<file path="config.mk">
export PLATFORM = sky130hd
export DESIGN_NAME = ata_passthrough_policy_check_top
export DESIGN_NICKNAME = d
export VERILOG_FILES = /design/src/rtl/appc_pkg.sv /design/src/rtl/ata_passthrough_policy_check_top.sv
export SDC_FILE = /design/constraint.sdc
export NUM_CORES = 1
export LEC_CHECK = 0
export ABC_AREA = 0
export BUFFER_PORTS_ARGS = -buffer_cell sky130_fd_sc_hd__buf_2
export CORE_MARGIN = 2
export CORE_UTILIZATION = 57
export DETAILED_ROUTE_END_ITERATION = 10
export PLACE_DENSITY_LB_ADDON = 0.1
export SYNTH_ARGS = -nofsm -noshare
export SYNTH_HDL_FRONTEND = slang
export SYNTH_SLANG_ARGS = --single-unit
</file>
<file path="constraint.sdc">
create_clock -name clock -period 14 [get_ports clock]
set_clock_uncertainty 0.15 [all_clocks]
set_input_delay 0.7 -clock clock [delete_from_list [all_inputs] [get_ports clock]]
set_output_delay 0.7 -clock clock [all_outputs]
set_load 0.01 [all_outputs]
</file>
<file path="src/rtl/appc_pkg.sv">
// Package for the ATA pass-through policy check.
// Holds beat layouts, opcode and command bytes, sense codes and the verdict type.
// No dependencies.
package appc_pkg;

   // Beat widths: request 169 bits of fields padded to 176, response 79 padded to 80
   localparam int REQ_W = 176;
   localparam int RSP_W = 80;

   // Configuration port
   localparam int CSR_IDX_W  = 2;
   localparam int CSR_DATA_W = 8;
   localparam logic [CSR_IDX_W-1:0] CSR_MAX_SECTORS   = 2'd0;
   localparam logic [CSR_IDX_W-1:0] CSR_DRIVE_MOUNTED = 2'd1;
   localparam logic [CSR_IDX_W-1:0] CSR_LBA_MODE      = 2'd2;

   localparam logic [7:0] MAX_SECTORS_RST = 8'd128;
   localparam int         SECTOR_BYTES_DEF = 512;

   // CDB opcodes and ATA command bytes
   localparam logic [7:0] OPC_SAT12    = 8'hA1;
   localparam logic [7:0] OPC_SAT16    = 8'h85;
   localparam logic [7:0] LEN_SAT12    = 8'd12;
   localparam logic [7:0] LEN_SAT16    = 8'd16;
   localparam logic [7:0] CMD_IDENTIFY = 8'hEC;
   localparam logic [7:0] CMD_READ     = 8'h20;
   localparam logic [7:0] CMD_READ_NR  = 8'h21;
   localparam logic [7:0] CMD_READ_EXT = 8'h24;
   localparam logic [7:0] BYTE2_PIO_IN = 8'h0E;
   localparam logic [3:0] PROTO_PIO_IN = 4'd4;
   localparam logic [7:0] DEV_LBA      = 8'h40;
   localparam logic [7:0] DEV_EXT_MASK = 8'h4F;

   // Sense key and additional code
   localparam logic [1:0] SK_NONE      = 2'd0;
   localparam logic [1:0] SK_ILLEGAL   = 2'd1;
   localparam logic [1:0] SK_NOT_READY = 2'd2;
   localparam logic [2:0] SC_NONE       = 3'd0;
   localparam logic [2:0] SC_BAD_OPCODE = 3'd1;
   localparam logic [2:0] SC_BAD_FIELD  = 3'd2;
   localparam logic [2:0] SC_LBA_RANGE  = 3'd3;
   localparam logic [2:0] SC_NOT_READY  = 3'd4;

   typedef enum logic [2:0] {
      VERDICT_OK,
      VERDICT_BAD_OPCODE,
      VERDICT_BAD_FIELD,
      VERDICT_LBA_RANGE,
      VERDICT_NOT_READY
   } verdict_type;

endpackage

</file>
<file path="src/rtl/ata_passthrough_policy_check_top.sv">
// ATA pass-through policy check, top level.
// Depends on appc_pkg for beat layouts, command bytes and sense codes.
// One module: decode stage, check stage, output register.

// Judges one ATA PASS-THROUGH CDB per beat and answers with either an allowed
// task file or a refusal (sense key and code, task file zeroed). The block takes
// a new beat every cycle unless an rsp_ beat is held; each beat's answer passes
// through the decode register (loaded at the accepting edge), the check register
// and the output register before it appears on the rsp_ side. A held rsp_ beat
// freezes the whole pipeline and deasserts req_tready, so no beat is dropped or
// duplicated. The user writes configuration through csr_ only while the block is
// idle, which the block does not enforce; it takes effect on the next beat.
module ata_passthrough_policy_check_top #(
   parameter int SECTOR_BYTES = appc_pkg::SECTOR_BYTES_DEF
) (
   input  logic                             clock,
   input  logic                             reset,
   // cdb_head[63:0], cdb_tail[127:64], cdb_length[135:128], data_in[136],
   // transfer_bytes[168:137], zero pad above
   input  logic [appc_pkg::REQ_W-1:0]       req_tdata,
   input  logic                             req_tvalid,
   output logic                             req_tready,
   // allowed[0], sense_key[2:1], sense_code[5:3], ata_command[13:6],
   // ata_device[21:14], sector_count[29:22], task_lba[77:30], extended[78], pad[79]
   output logic [appc_pkg::RSP_W-1:0]       rsp_tdata,
   output logic                             rsp_tvalid,
   input  logic                             rsp_tready,
   input  logic                             csr_wen,
   input  logic [appc_pkg::CSR_IDX_W-1:0]   csr_index,
   input  logic [appc_pkg::CSR_DATA_W-1:0]  csr_wdata
);
   import appc_pkg::*;

   localparam int PROD_W = 8 + $clog2(SECTOR_BYTES);

   // ---------------- configuration registers
   logic [7:0] max_sectors_ff, max_sectors_in;
   logic       mounted_ff, mounted_in;
   logic       lba_mode_ff, lba_mode_in;

   always_comb begin
      max_sectors_in = max_sectors_ff;
      mounted_in     = mounted_ff;
      lba_mode_in    = lba_mode_ff;
      if (csr_wen) begin
         case (csr_index)
            CSR_MAX_SECTORS:   max_sectors_in = csr_wdata;
            CSR_DRIVE_MOUNTED: mounted_in     = csr_wdata[0];
            CSR_LBA_MODE:      lba_mode_in    = csr_wdata[0];
            default: ;
         endcase
      end
   end

   always_ff @(posedge clock) begin
      if (reset) begin
         max_sectors_ff <= MAX_SECTORS_RST;
         mounted_ff     <= 1'b0;
         lba_mode_ff    <= 1'b0;
      end else begin
         max_sectors_ff <= max_sectors_in;
         mounted_ff     <= mounted_in;
         lba_mode_ff    <= lba_mode_in;
      end
   end

   // ---------------- pipeline advance: whole pipe moves unless the output is held
   logic advance;
   logic rsp_tvalid_ff;
   assign advance    = !rsp_tvalid_ff || rsp_tready;
   assign req_tready = advance;

   // ---------------- stage 1: decode CDB bytes by form
   logic [7:0]  c [16];
   logic [7:0]  cdb_len;
   logic        dir_in;
   logic [31:0] xfer_bytes;

   logic        s1_valid_ff;
   logic        form_ok_ff, form_ok_in;
   logic        gen_bad_ff, gen_bad_in;
   logic        is16_ff, is16_in;
   logic        ext_ff, ext_in;
   logic [7:0]  cmd_ff, cmd_in;
   logic [7:0]  dev_ff, dev_in;
   logic [7:0]  count_ff, count_in;
   logic [7:0]  hcount_ff, hcount_in;
   logic [47:0] lba_ff, lba_in;       // {l5,l4,l3,l2,l1,l0}
   logic        dir_ff;
   logic [31:0] xfer_ff;
   logic [PROD_W-1:0] prod_ff, prod_in;

   always_comb begin
      logic [7:0] b1, feat, hfeat, ctrl;
      logic       res12_bad;
      for (int k = 0; k < 8; k++) begin
         c[k]     = req_tdata[8*k +: 8];
         c[8 + k] = req_tdata[64 + 8*k +: 8];
      end
      cdb_len    = req_tdata[135:128];
      dir_in     = req_tdata[136];
      xfer_bytes = req_tdata[168:137];

      b1   = c[1];
      is16_in    = (c[0] == OPC_SAT16) && (cdb_len == LEN_SAT16);
      form_ok_in = ((c[0] == OPC_SAT12) && (cdb_len == LEN_SAT12)) || is16_in;

      if (is16_in) begin
         ext_in    = b1[0];
         hfeat     = c[3];
         feat      = c[4];
         hcount_in = c[5];
         count_in  = c[6];
         lba_in    = {c[11], c[9], c[7], c[12], c[10], c[8]};
         dev_in    = c[13];
         cmd_in    = c[14];
         ctrl      = c[15];
         res12_bad = 1'b0;
      end else begin
         ext_in    = 1'b0;
         hfeat     = 8'h00;
         feat      = c[3];
         hcount_in = 8'h00;
         count_in  = c[4];
         lba_in    = {24'h0, c[7], c[6], c[5]};
         dev_in    = c[8];
         cmd_in    = c[9];
         ctrl      = c[11];
         res12_bad = b1[0] || (c[10] != 8'h00);
      end

      // reserved bits, protocol, byte 2, control, features, device bit 4
      gen_bad_in = res12_bad || (b1[7:5] != 3'b000) || (b1[4:1] != PROTO_PIO_IN) ||
                   (c[2] != BYTE2_PIO_IN) || (ctrl != 8'h00) || (feat != 8'h00) ||
                   (hfeat != 8'h00) || dev_in[4];

      prod_in = PROD_W'(count_in) * PROD_W'(SECTOR_BYTES);
   end

   always_ff @(posedge clock) begin
      if (reset) begin
         s1_valid_ff <= 1'b0;
      end else if (advance) begin
         s1_valid_ff <= req_tvalid;
      end
   end

   always_ff @(posedge clock) begin
      if (advance) begin
         form_ok_ff <= form_ok_in;
         gen_bad_ff <= gen_bad_in;
         is16_ff    <= is16_in;
         ext_ff     <= ext_in;
         cmd_ff     <= cmd_in;
         dev_ff     <= dev_in;
         count_ff   <= count_in;
         hcount_ff  <= hcount_in;
         lba_ff     <= lba_in;
         dir_ff     <= dir_in;
         xfer_ff    <= xfer_bytes;
         prod_ff    <= prod_in;
      end
   end

   // ---------------- stage 2: command checks, range add, transfer compare, verdict
   logic        s2_valid_ff;
   verdict_type verdict_ff, verdict_in;
   logic [7:0]  s2_cmd_ff, s2_count_ff;
   logic [7:0]  tdev_ff, tdev_in;
   logic [47:0] s2_lba_ff;
   logic        s2_ext_ff;

   always_comb begin
      logic        cmd_bad, range_bad, is_identify, count_bad;
      logic [28:0] sum28;
      logic [48:0] sum48;
      cmd_bad     = 1'b0;
      range_bad   = 1'b0;
      is_identify = 1'b0;
      tdev_in     = 8'h00;
      count_bad   = (count_ff == 8'h00) || (count_ff > max_sectors_ff);
      sum28 = {1'b0, dev_ff[3:0], lba_ff[23:0]} + {21'h0, count_ff};
      sum48 = {1'b0, lba_ff} + {41'h0, count_ff};

      case (cmd_ff)
         CMD_IDENTIFY: begin
            is_identify = 1'b1;
            cmd_bad = ext_ff || (count_ff != 8'd1) || (hcount_ff != 8'h00) ||
                      (lba_ff != 48'h0) || (dev_ff[3:0] != 4'h0);
         end
         CMD_READ, CMD_READ_NR: begin
            cmd_bad = ext_ff || (hcount_ff != 8'h00) || (lba_ff[47:24] != 24'h0) ||
                      !dev_ff[6] || count_bad;
            range_bad = sum28 > 29'h1000_0000;
            tdev_in   = DEV_LBA | {4'h0, dev_ff[3:0]};
         end
         CMD_READ_EXT: begin
            cmd_bad = !is16_ff || !ext_ff || (hcount_ff != 8'h00) ||
                      ((dev_ff & DEV_EXT_MASK) != DEV_LBA) || count_bad;
            range_bad = sum48 > {1'b1, 48'h0};
            tdev_in   = DEV_LBA;
         end
         default: cmd_bad = 1'b1;
      endcase

      // priority follows the order the checks are defined in
      if (!form_ok_ff)
         verdict_in = VERDICT_BAD_OPCODE;
      else if (gen_bad_ff || cmd_bad)
         verdict_in = VERDICT_BAD_FIELD;
      else if (range_bad)
         verdict_in = VERDICT_LBA_RANGE;
      else if (!dir_ff || (xfer_ff != {{(32-PROD_W){1'b0}}, prod_ff}))
         verdict_in = VERDICT_BAD_FIELD;
      else if (!mounted_ff)
         verdict_in = VERDICT_NOT_READY;
      else if (!is_identify && !lba_mode_ff)
         verdict_in = VERDICT_BAD_FIELD;
      else
         verdict_in = VERDICT_OK;
   end

   always_ff @(posedge clock) begin
      if (reset) begin
         s2_valid_ff <= 1'b0;
      end else if (advance) begin
         s2_valid_ff <= s1_valid_ff;
      end
   end

   always_ff @(posedge clock) begin
      if (advance) begin
         verdict_ff  <= verdict_in;
         s2_cmd_ff   <= cmd_ff;
         s2_count_ff <= count_ff;
         tdev_ff     <= tdev_in;
         s2_lba_ff   <= lba_ff;
         s2_ext_ff   <= ext_ff;
      end
   end

   // ---------------- stage 3: format the response beat
   logic [RSP_W-1:0] rsp_tdata_ff, rsp_tdata_in;

   always_comb begin
      logic        ok;
      logic [1:0]  key;
      logic [2:0]  code;
      logic [47:0] tlba;
      ok = 1'b0;
      case (verdict_ff)
         VERDICT_OK: begin
            ok = 1'b1; key = SK_NONE; code = SC_NONE;
         end
         VERDICT_BAD_OPCODE: begin
            key = SK_ILLEGAL; code = SC_BAD_OPCODE;
         end
         VERDICT_LBA_RANGE: begin
            key = SK_ILLEGAL; code = SC_LBA_RANGE;
         end
         VERDICT_NOT_READY: begin
            key = SK_NOT_READY; code = SC_NOT_READY;
         end
         default: begin
            key = SK_ILLEGAL; code = SC_BAD_FIELD;
         end
      endcase
      tlba = s2_ext_ff ? s2_lba_ff : {24'h0, s2_lba_ff[23:0]};

      rsp_tdata_in        = '0;
      rsp_tdata_in[0]     = ok;
      rsp_tdata_in[2:1]   = key;
      rsp_tdata_in[5:3]   = code;
      if (ok) begin
         rsp_tdata_in[13:6]  = s2_cmd_ff;
         rsp_tdata_in[21:14] = tdev_ff;
         rsp_tdata_in[29:22] = s2_count_ff;
         rsp_tdata_in[77:30] = tlba;
         rsp_tdata_in[78]    = s2_ext_ff;
      end
   end

   always_ff @(posedge clock) begin
      if (reset) begin
         rsp_tvalid_ff <= 1'b0;
      end else if (advance) begin
         rsp_tvalid_ff <= s2_valid_ff;
      end
   end

   always_ff @(posedge clock) begin
      if (advance) begin
         rsp_tdata_ff <= rsp_tdata_in;
      end
   end

   assign rsp_tdata  = rsp_tdata_ff;
   assign rsp_tvalid = rsp_tvalid_ff;

endmodule

</file>
Yosys cells after proc, flatten, opt, wreduce, memory -nomap -nowiden
Index checks and enable logic that the tools add are counted.
- add/sub/neg operators: 2
- order comparisons: 3
- eq/ne operators: 18
- multiplexer cells: 20
- bitwise operators: 1
- reduce and logical (&&, ||, !) cells: 53
- operators with widths (kind ; number):
    $add A48 B8 Y49 ; 1
    $gt A49 B49 Y1 const B ; 1
    $reduce_bool A48 Y1 ; 1
    $mux W8 ; 5
    $reduce_bool A8 Y1 ; 5
    $ne A32 B17 Y1 ; 1
    $add A28 B8 Y29 ; 1
    $gt A29 B29 Y1 const B ; 1
    $logic_or A1 B1 Y1 ; 25
    $eq A8 B6 Y1 const B ; 3
    $eq A8 B8 Y1 const B ; 3
    $mux W24 ; 1
    $reduce_bool A24 Y1 ; 1
    $pmux W7 S2 ; 1
    $pmux W3 S4 ; 1
    $eq A8 B4 Y1 const B ; 1
    $eq A8 B5 Y1 const B ; 1
    $gt A8 B8 Y1 ; 1
    $logic_not A8 Y1 ; 1
    $mux W2 ; 4
    $ne A8 B1 Y1 const B ; 1
    $ne A8 B4 Y1 const B ; 1
    $reduce_and A2 Y1 ; 4
    $logic_not A1 Y1 ; 7
    21 further kinds ; 25
- register bits after elaboration: 284
- word-level logic and storage cells: 125

Logic depth before layout (Yosys ltp)
Gate-level depths: netlist (run 1).
- depth in word-level cells: 10
- mapped depth: 10
- mapped depth without buffers: 10

Least setup slack after synthesis (run 1)
No wires, ideal clock.
- kind: input port to flip-flop
- start point: in rsp_tready
- end point: reg s1_valid_ff
- library setup time: 0.147 ns
- arrival: 7.773 ns
- setup slack: 5.930 ns
- stages on the path: 3
- buffers on the path: 0
- cells stage by stage: nand2b_1 mux2i_1 nor2_1
- word-level cells in the longest chain between the ends: 1
- ends and longest elaborated chain (element ; RTL line ; text):
    start: declaration ; ata_passthrough_policy_check_top.sv:27 ; input logic rsp_tready,
    $logic_or A1 B1 Y1 ; ata_passthrough_policy_check_top.sv:70 ; assign advance = !rsp_tvalid_ff || rsp_tready;
    end signal: assignment ; ata_passthrough_policy_check_top.sv:144 ; s1_valid_ff <= req_tvalid;
    end: declaration ; ata_passthrough_policy_check_top.sv:79 ; logic s1_valid_ff;
No other way between the ends.
A chain may end at the register's enable or synchronous reset.

Final worst setup path (run 1)
- start point: reg rsp_tvalid_ff (netlist: rsp_tvalid)
- end point: out req_tready
- word-level cells in the longest chain between the ends: 2
- ends and longest elaborated chain (element ; RTL line ; text):
    start: declaration ; ata_passthrough_policy_check_top.sv:69 ; logic rsp_tvalid_ff;
    start signal: assignment ; ata_passthrough_policy_check_top.sv:287 ; rsp_tvalid_ff <= s2_valid_ff;
    $logic_not A1 Y1 ; ata_passthrough_policy_check_top.sv:70 ;
    $logic_or A1 B1 Y1 ; ata_passthrough_policy_check_top.sv:70 ;
    end: declaration ; ata_passthrough_policy_check_top.sv:22 ; output logic req_tready,
No other way between the ends.

==> results.toml, run 1 <==
[run_status]
status = "complete, no violations"

[critical_path]
critPathCaptureType = "output pin"
slowest_stage = "buf_4"
worstPathArrival_ns = 2.62
critPathBufInv = 2
cp_max_fo = 71
regToRegSetupSlack_ns = 10.55
start_kind = "flip-flop"
crit_chain = "nand2b_4 > buf_4 > buf_2"
crit_family = "buffers and inverters"
cp_data_required_time_ns = 13.15
path_class = "flip-flop to output pin"
slowest_delay_ns = 0.81

[pwr]
clkPwrFrac = 0.388
p_comb_frac = 0.063
leakage_nw = 5.92
ir_drop_uv = 95.5
p_int_w = 0.00138
finalPower_w = 0.00176
power_switching_w = 0.000374
power_frac_seq = 0.549
power.switching_fraction = 0.213
power_density_nw_per_um2 = 126

[clock_network]
htreeDepth = 1
clock_latency_ns = 0.53
numClockSinks = 276
clock_path_buffers = 3
post_cts_resized = 0
clockRootBuffer = "clkbuf_16"
cts_hold_buffers = 0
cts_setup_buffers = 0
clk_pin_slew_ns = 0.06
numCtsBuffers = 27
cts_tree = "yes"

[floorplan]
core_sq_um = 20100
initial_core_util = 0.576
ios = 273
placementRows = 52
die_h_microns = 147
die_area_sq_um = 21500
die_width_microns = 147

[yosys]
ys_ff_latch = 276
async_flop_share = 0
netlist_instances = 791
synth_edf_count = 263
avgSynthCellArea_sq_um = 14.6
ys.flop_type = "edfxtp_1"
yosysWarnings = 0
yosysSeqAreaShare = 0.704
ys_types = 68
syn_area_sq_um = 11600

[global_route]
grt_pass1_vias = 7094
grt_max_degree = 84
grt_antenna_before_repair = 3
grt_pass1_wl_microns = 38000
gr-total-overflow = 0
grtUsageTotal = 0.232

[routing]
dr.first_iter.drc_count = 728
ant_nets = 0
via_per_inst = 5.46
drc = 0
dr.pass1.iters = 5
via_count = 7362
wl_per_cell_microns = 18.5
routed_wl_microns = 25000

[timing]
timing.hold.ws_ns = 0.189
relSlewSlack = 0.322
finalCritPeriodShare = 0.248
grt_setup_unrepaired = "false"
setup_viol = 0
drv_slew = 0
period_needed_ns = 3.47
worst_slew_pin_slew_ns = 1.02
finalSetupTns_ns = 0
final_hold_viol_count = 0
fmax_mhz = 288

[finish]
syn2layout_area_growth_pct = 20.7
fillerInstances = 1406
final_util = 0.696
layout_commonest_cell = "edfxtp_1"
layout_common_cells = "263 x edfxtp_1, 259 x buf_2, 84 x and2_1, 45 x mux2_2, 41 x nor2_1"
drive_gt1_frac = 0.341
final_nets = 1262
final-instance-count-excl-fill = 1348

[placement]
dp_cells = 1295
portBuffers = 259
dpl.hpwl_microns = 18000
gp_congestion = 0.853

[worst_hold_path]
hp-class = "input port to flip-flop"

[flow_run]
drv_cap = 0
synthesized netlist by cell type (all sizes together) (3+ instances only):
cell	n	area, sq um
nand3	19	100
a211oi	6	45.0
nand2b	4	32.5
o2111ai	4	35.0
o211ai	3	27.5
dfxtp	13	260
xnor2	10	87.6
or4	6	48.8
nand2	25	93.8
nor2	43	161
mux2i	7	70.1
a21o	7	53.8
a22oi	3	22.5
ha	16	200
and3	28	175
nor4	32	200
inv	14	52.6
mux2	45	507
nand4	23	144
nor4b	5	43.8
nor3b	4	30.0
edfxtp	263	7900
or2	4	25.0
o21ai	7	35.0
nand3b	3	22.5
nor2b	3	18.8
a21oi	26	134
and2	84	526
nor3	15	75.1
and4	4	36.3
clkbuf	21	81.3
buf	13	73.8
state kept, by name (all words and copies together), names as in the netlist, 3 cells and up:
name and cells:
lba_ff 48, verdict_ff 3, s2_cmd_ff 8, cmd_ff 8, s2_count_ff 8, dev_ff 5
s2_lba_ff 48, prod_ff 8, rsp_tdata 76, hcount_ff 8, xfer_ff 32, tdev_ff 5
max_sectors_ff 8
logic make-up (layout without fill, tap and decap cells):
| kind of cell | count (synthesis) | in the layout | share of synthesized area |
|---|---|---|---|
| and+or+nand+nor | 308 | 308 | 0.154 |
| DFF | 276 | 276 | 0.704 |
| AOI/OAI and AO/OA | 77 | 77 | 0.0456 |
| muxes | 52 | 52 | 0.0498 |
| buffers and inverters | 48 | 329 | 0.0179 |
| adders and majority gates | 17 | 17 | 0.0190 |
| xor gates and xnor gates | 12 | 12 | 0.00907 |
| other | 1 | 7 | 0.000324 |
metrics by stage:
stage / setup slack, ns / area (sq um)
detailed placement: 10.51 / 13100
global route: 10.28 / 14000
global placement: 10.53 / 13100
CTS: 10.44 / 14000
floorplan: 5.93 / 11600
finish: 10.53 / 14000
worst paths after layout:
path                                      from  depth (start not counted)            end
worst max-delay path                rsp_tvalid                          3     req_tready
worst max register to register      prod_ff[9]                         10  verdict_ff[1]
worst min-delay path            req_tdata[164]                          1    xfer_ff[27]
worst min register to register     s2_valid_ff                          2     rsp_tvalid
power groups by stage:
stage / registers, W / logic, W / clock network [W]
6_report: 0.000964 / 0.000111 / 0.000681
5_1_grt: 0.000967 / 0.000123 / 0.000725
4_1_cts: 0.000963 / 0.000112 / 0.000694
3_5_place_dp: 0.000981 / 0.000111 / 0
3_3_place_gp: 0.000980 / 0.000110 / 0
2_1_floorplan: 0.000978 / 0.0000600 / 0
metal layers:
metal,global-route usage,routed length (microns)
met4,0.0772,749
met2,0.391,12300
met1,0.312,10400
met5,0,0
met3,0.0369,1540
cell type report:
cell class              instances  area, sq um  share of cell area
clock inverters                12         90.1             0.00644
flip-flops and latches        276         8160               0.583
repair buffers                265         1340              0.0959
well taps                     270          338              0.0242
inverters                      14         52.6             0.00376
multi-input cells             470         3250               0.233
diodes                          3         7.51            0.000537
clock buffers                  38          747              0.0534
(Power assumes the default switching activity.)
==> run 2: changes to the inputs <==
Settings changed: CORE_UTILIZATION 57 to 54.
Clock period 14 ns to 3.5 ns, I/O delays scaled along.
==> results.toml, run 2 (synthesis results as in run 1) <==
[critical_path]
cp_max_fo = 1
slowest_stage = "dlygate4sd3_1"
crit_chain = "dlygate4sd3_1 > buf_2 > nor4_1 > dlygate4sd3_1 > nand4_1 > dlygate4sd3_1 > or4_1 > dlygate4sd3_1"
slowest_delay_ns = 0.60
cp_data_required_time_ns = 3.64
start_kind = "input port"
cp_common_cell = "dlygate4sd3_1"
critPathCaptureType = "flip-flop"
cp_num_cells = 8
worstPathArrival_ns = 3.44
path_class = "input port to flip-flop"
crit_family = "buffers and inverters"
critPathBufInv = 5
r2r_cells = 9

[clock_network]
htreeDepth = 1
clk_pin_slew_ns = 0.06
clockRootBuffer = "clkbuf_16"
numCtsBuffers = 27
numClockSinks = 276
cts_setup_buffers = 0
clock_latency_ns = 0.54
cts_tree = "yes"
clock_path_buffers = 3

[routing]
wl_per_cell_microns = 18.6
route.met2.wl_microns = 14600
via_per_inst = 5.41
dr_wl_met3_microns = 1760
routed_wl_microns = 28600
routed.top_layer = "met4"
drc = 0
ant_nets = 0
m1WireLength_microns = 11600
via_count = 8311
dr.pass1.iters = 5
dr.first_iter.drc_count = 695

[timing]
timing.hold.ws_ns = 0.0645
setup_ws_ns = 0.196
setup_viol = 0
finalSetupTns_ns = 0
relSlewSlack = 0.435
drv_slew = 0
worst_slew_pin_slew_ns = 0.839
period_needed_ns = 3.30
final_hold_viol_count = 0
finalCritPeriodShare = 0.944
grt_setup_unrepaired = "false"
fmax_mhz = 303

[finish]
layout_common_cells = "263 x edfxtp_1, 259 x buf_2, 169 x dlygate4sd3_1, 84 x and2_1, 45 x mux2_2"
syn2layout_area_growth_pct = 37.1
largest_reg_flops = 76
drive_gt1_frac = 0.302
layout_commonest_cell = "edfxtp_1"
final_nets = 1444

[pwr]
leakage_nw = 6.75
clkPwrFrac = 0.393
power.switching_fraction = 0.213
ir_drop_uv = 439
power_frac_seq = 0.521
power_switching_w = 0.00157
p_comb_frac = 0.085
p_int_w = 0.00580
power_density_nw_per_um2 = 464
finalPower_w = 0.00737

[global_route]
grt_max_degree = 72
grt_pass1_wl_microns = 43000
grt_pass1_vias = 8162
gr-total-overflow = 0
grtUsageTotal = 0.252
grt_antenna_before_repair = 2

[placement]
post-place-ws_ns = 0.211
gp_congestion = 0.867
dpl.hpwl_microns = 18400
portBuffers = 259

[floorplan]
die_width_microns = 150
die_area_sq_um = 22600
ios = 273
core_sq_um = 21000
die_h_microns = 150
placementRows = 53
initial_core_util = 0.551

[run_status]
status = "complete, no violations"

[worst_hold_path]
holdPathStages = 4
hp-class = "input port to flip-flop"

[flow_run]
drv_cap = 0
run 2: cell count changes in the layout (fill, tap and decap cells not counted), sizes merged:
cell / before / now
dlygate4sd3: 0 / 169
buf: 265 / 278
clkbuf: 38 / 29
clkinv: 10 / 16
bufinv: 1 / 4
run 2: power groups by stage:
stage / registers [W] / logic, W / clock network (W)
floorplan: 0.00390 / 0.000240 / 0
global placement: 0.00391 / 0.000466 / 0
detailed placement: 0.00391 / 0.000469 / 0
CTS: 0.00384 / 0.000611 / 0.00294
global route: 0.00386 / 0.000678 / 0.00308
finish: 0.00384 / 0.000627 / 0.00290
run 2: worst min-delay path, delay by kind of cell:
kind	cells	cell delay (ns)
buffers and inverters	1	0.07
and+or+nand+nor	3	0.28
run 2: cell type report:
| class | instances | area (sq um) |
|---|---|---|
| flip-flops and latches | 276 | 8160 |
| fillers | 1300 | 5130 |
| multi-input cells | 470 | 3260 |
| repair buffers | 447 | 3180 |
| clock buffers | 29 | 683 |
| well taps | 275 | 344 |
| clock inverters | 21 | 201 |
| inverters | 14 | 52.6 |
| diodes | 3 | 7.51 |
run 2: final timing paths:
path                         to  slack (ns)           start
setup / recovery     gen_bad_ff        0.20   req_tdata[10]
hold reg to reg    s2_cmd_ff[4]        0.30       cmd_ff[4]
hold / removal          is16_ff        0.06  req_tdata[135]
setup reg to reg  verdict_ff[1]        0.22     prod_ff[15]
run 2: timing repair:
item / CTS / global route
endpoints found under the setup margin: 0 / 1
gates resized for setup: 0 / 1
endpoints found under the hold margin: 126 / 0
hold buffers: 169 / 0
run 2: metal layers:
metal  vias to the layer above  GRT usage
met5                         -          0
met3                        55     0.0391
met4                         0     0.0731
met1                      4005      0.327
met2                       319      0.440
li1                       3932          -
run 2: stage by stage:
| stage | util | std cells | instance area, sq um |
|---|---|---|---|
| after global placement | 0.633 | 1313 | 13300 |
| after detailed placement | 0.633 | 1313 | 13300 |
| after floorplan | - | 794 | 11600 |
| after CTS | 0.755 | 1532 | 15900 |
| after global routing | 0.756 | 1534 | 15900 |
| final | 0.756 | 1535 | 15900 |
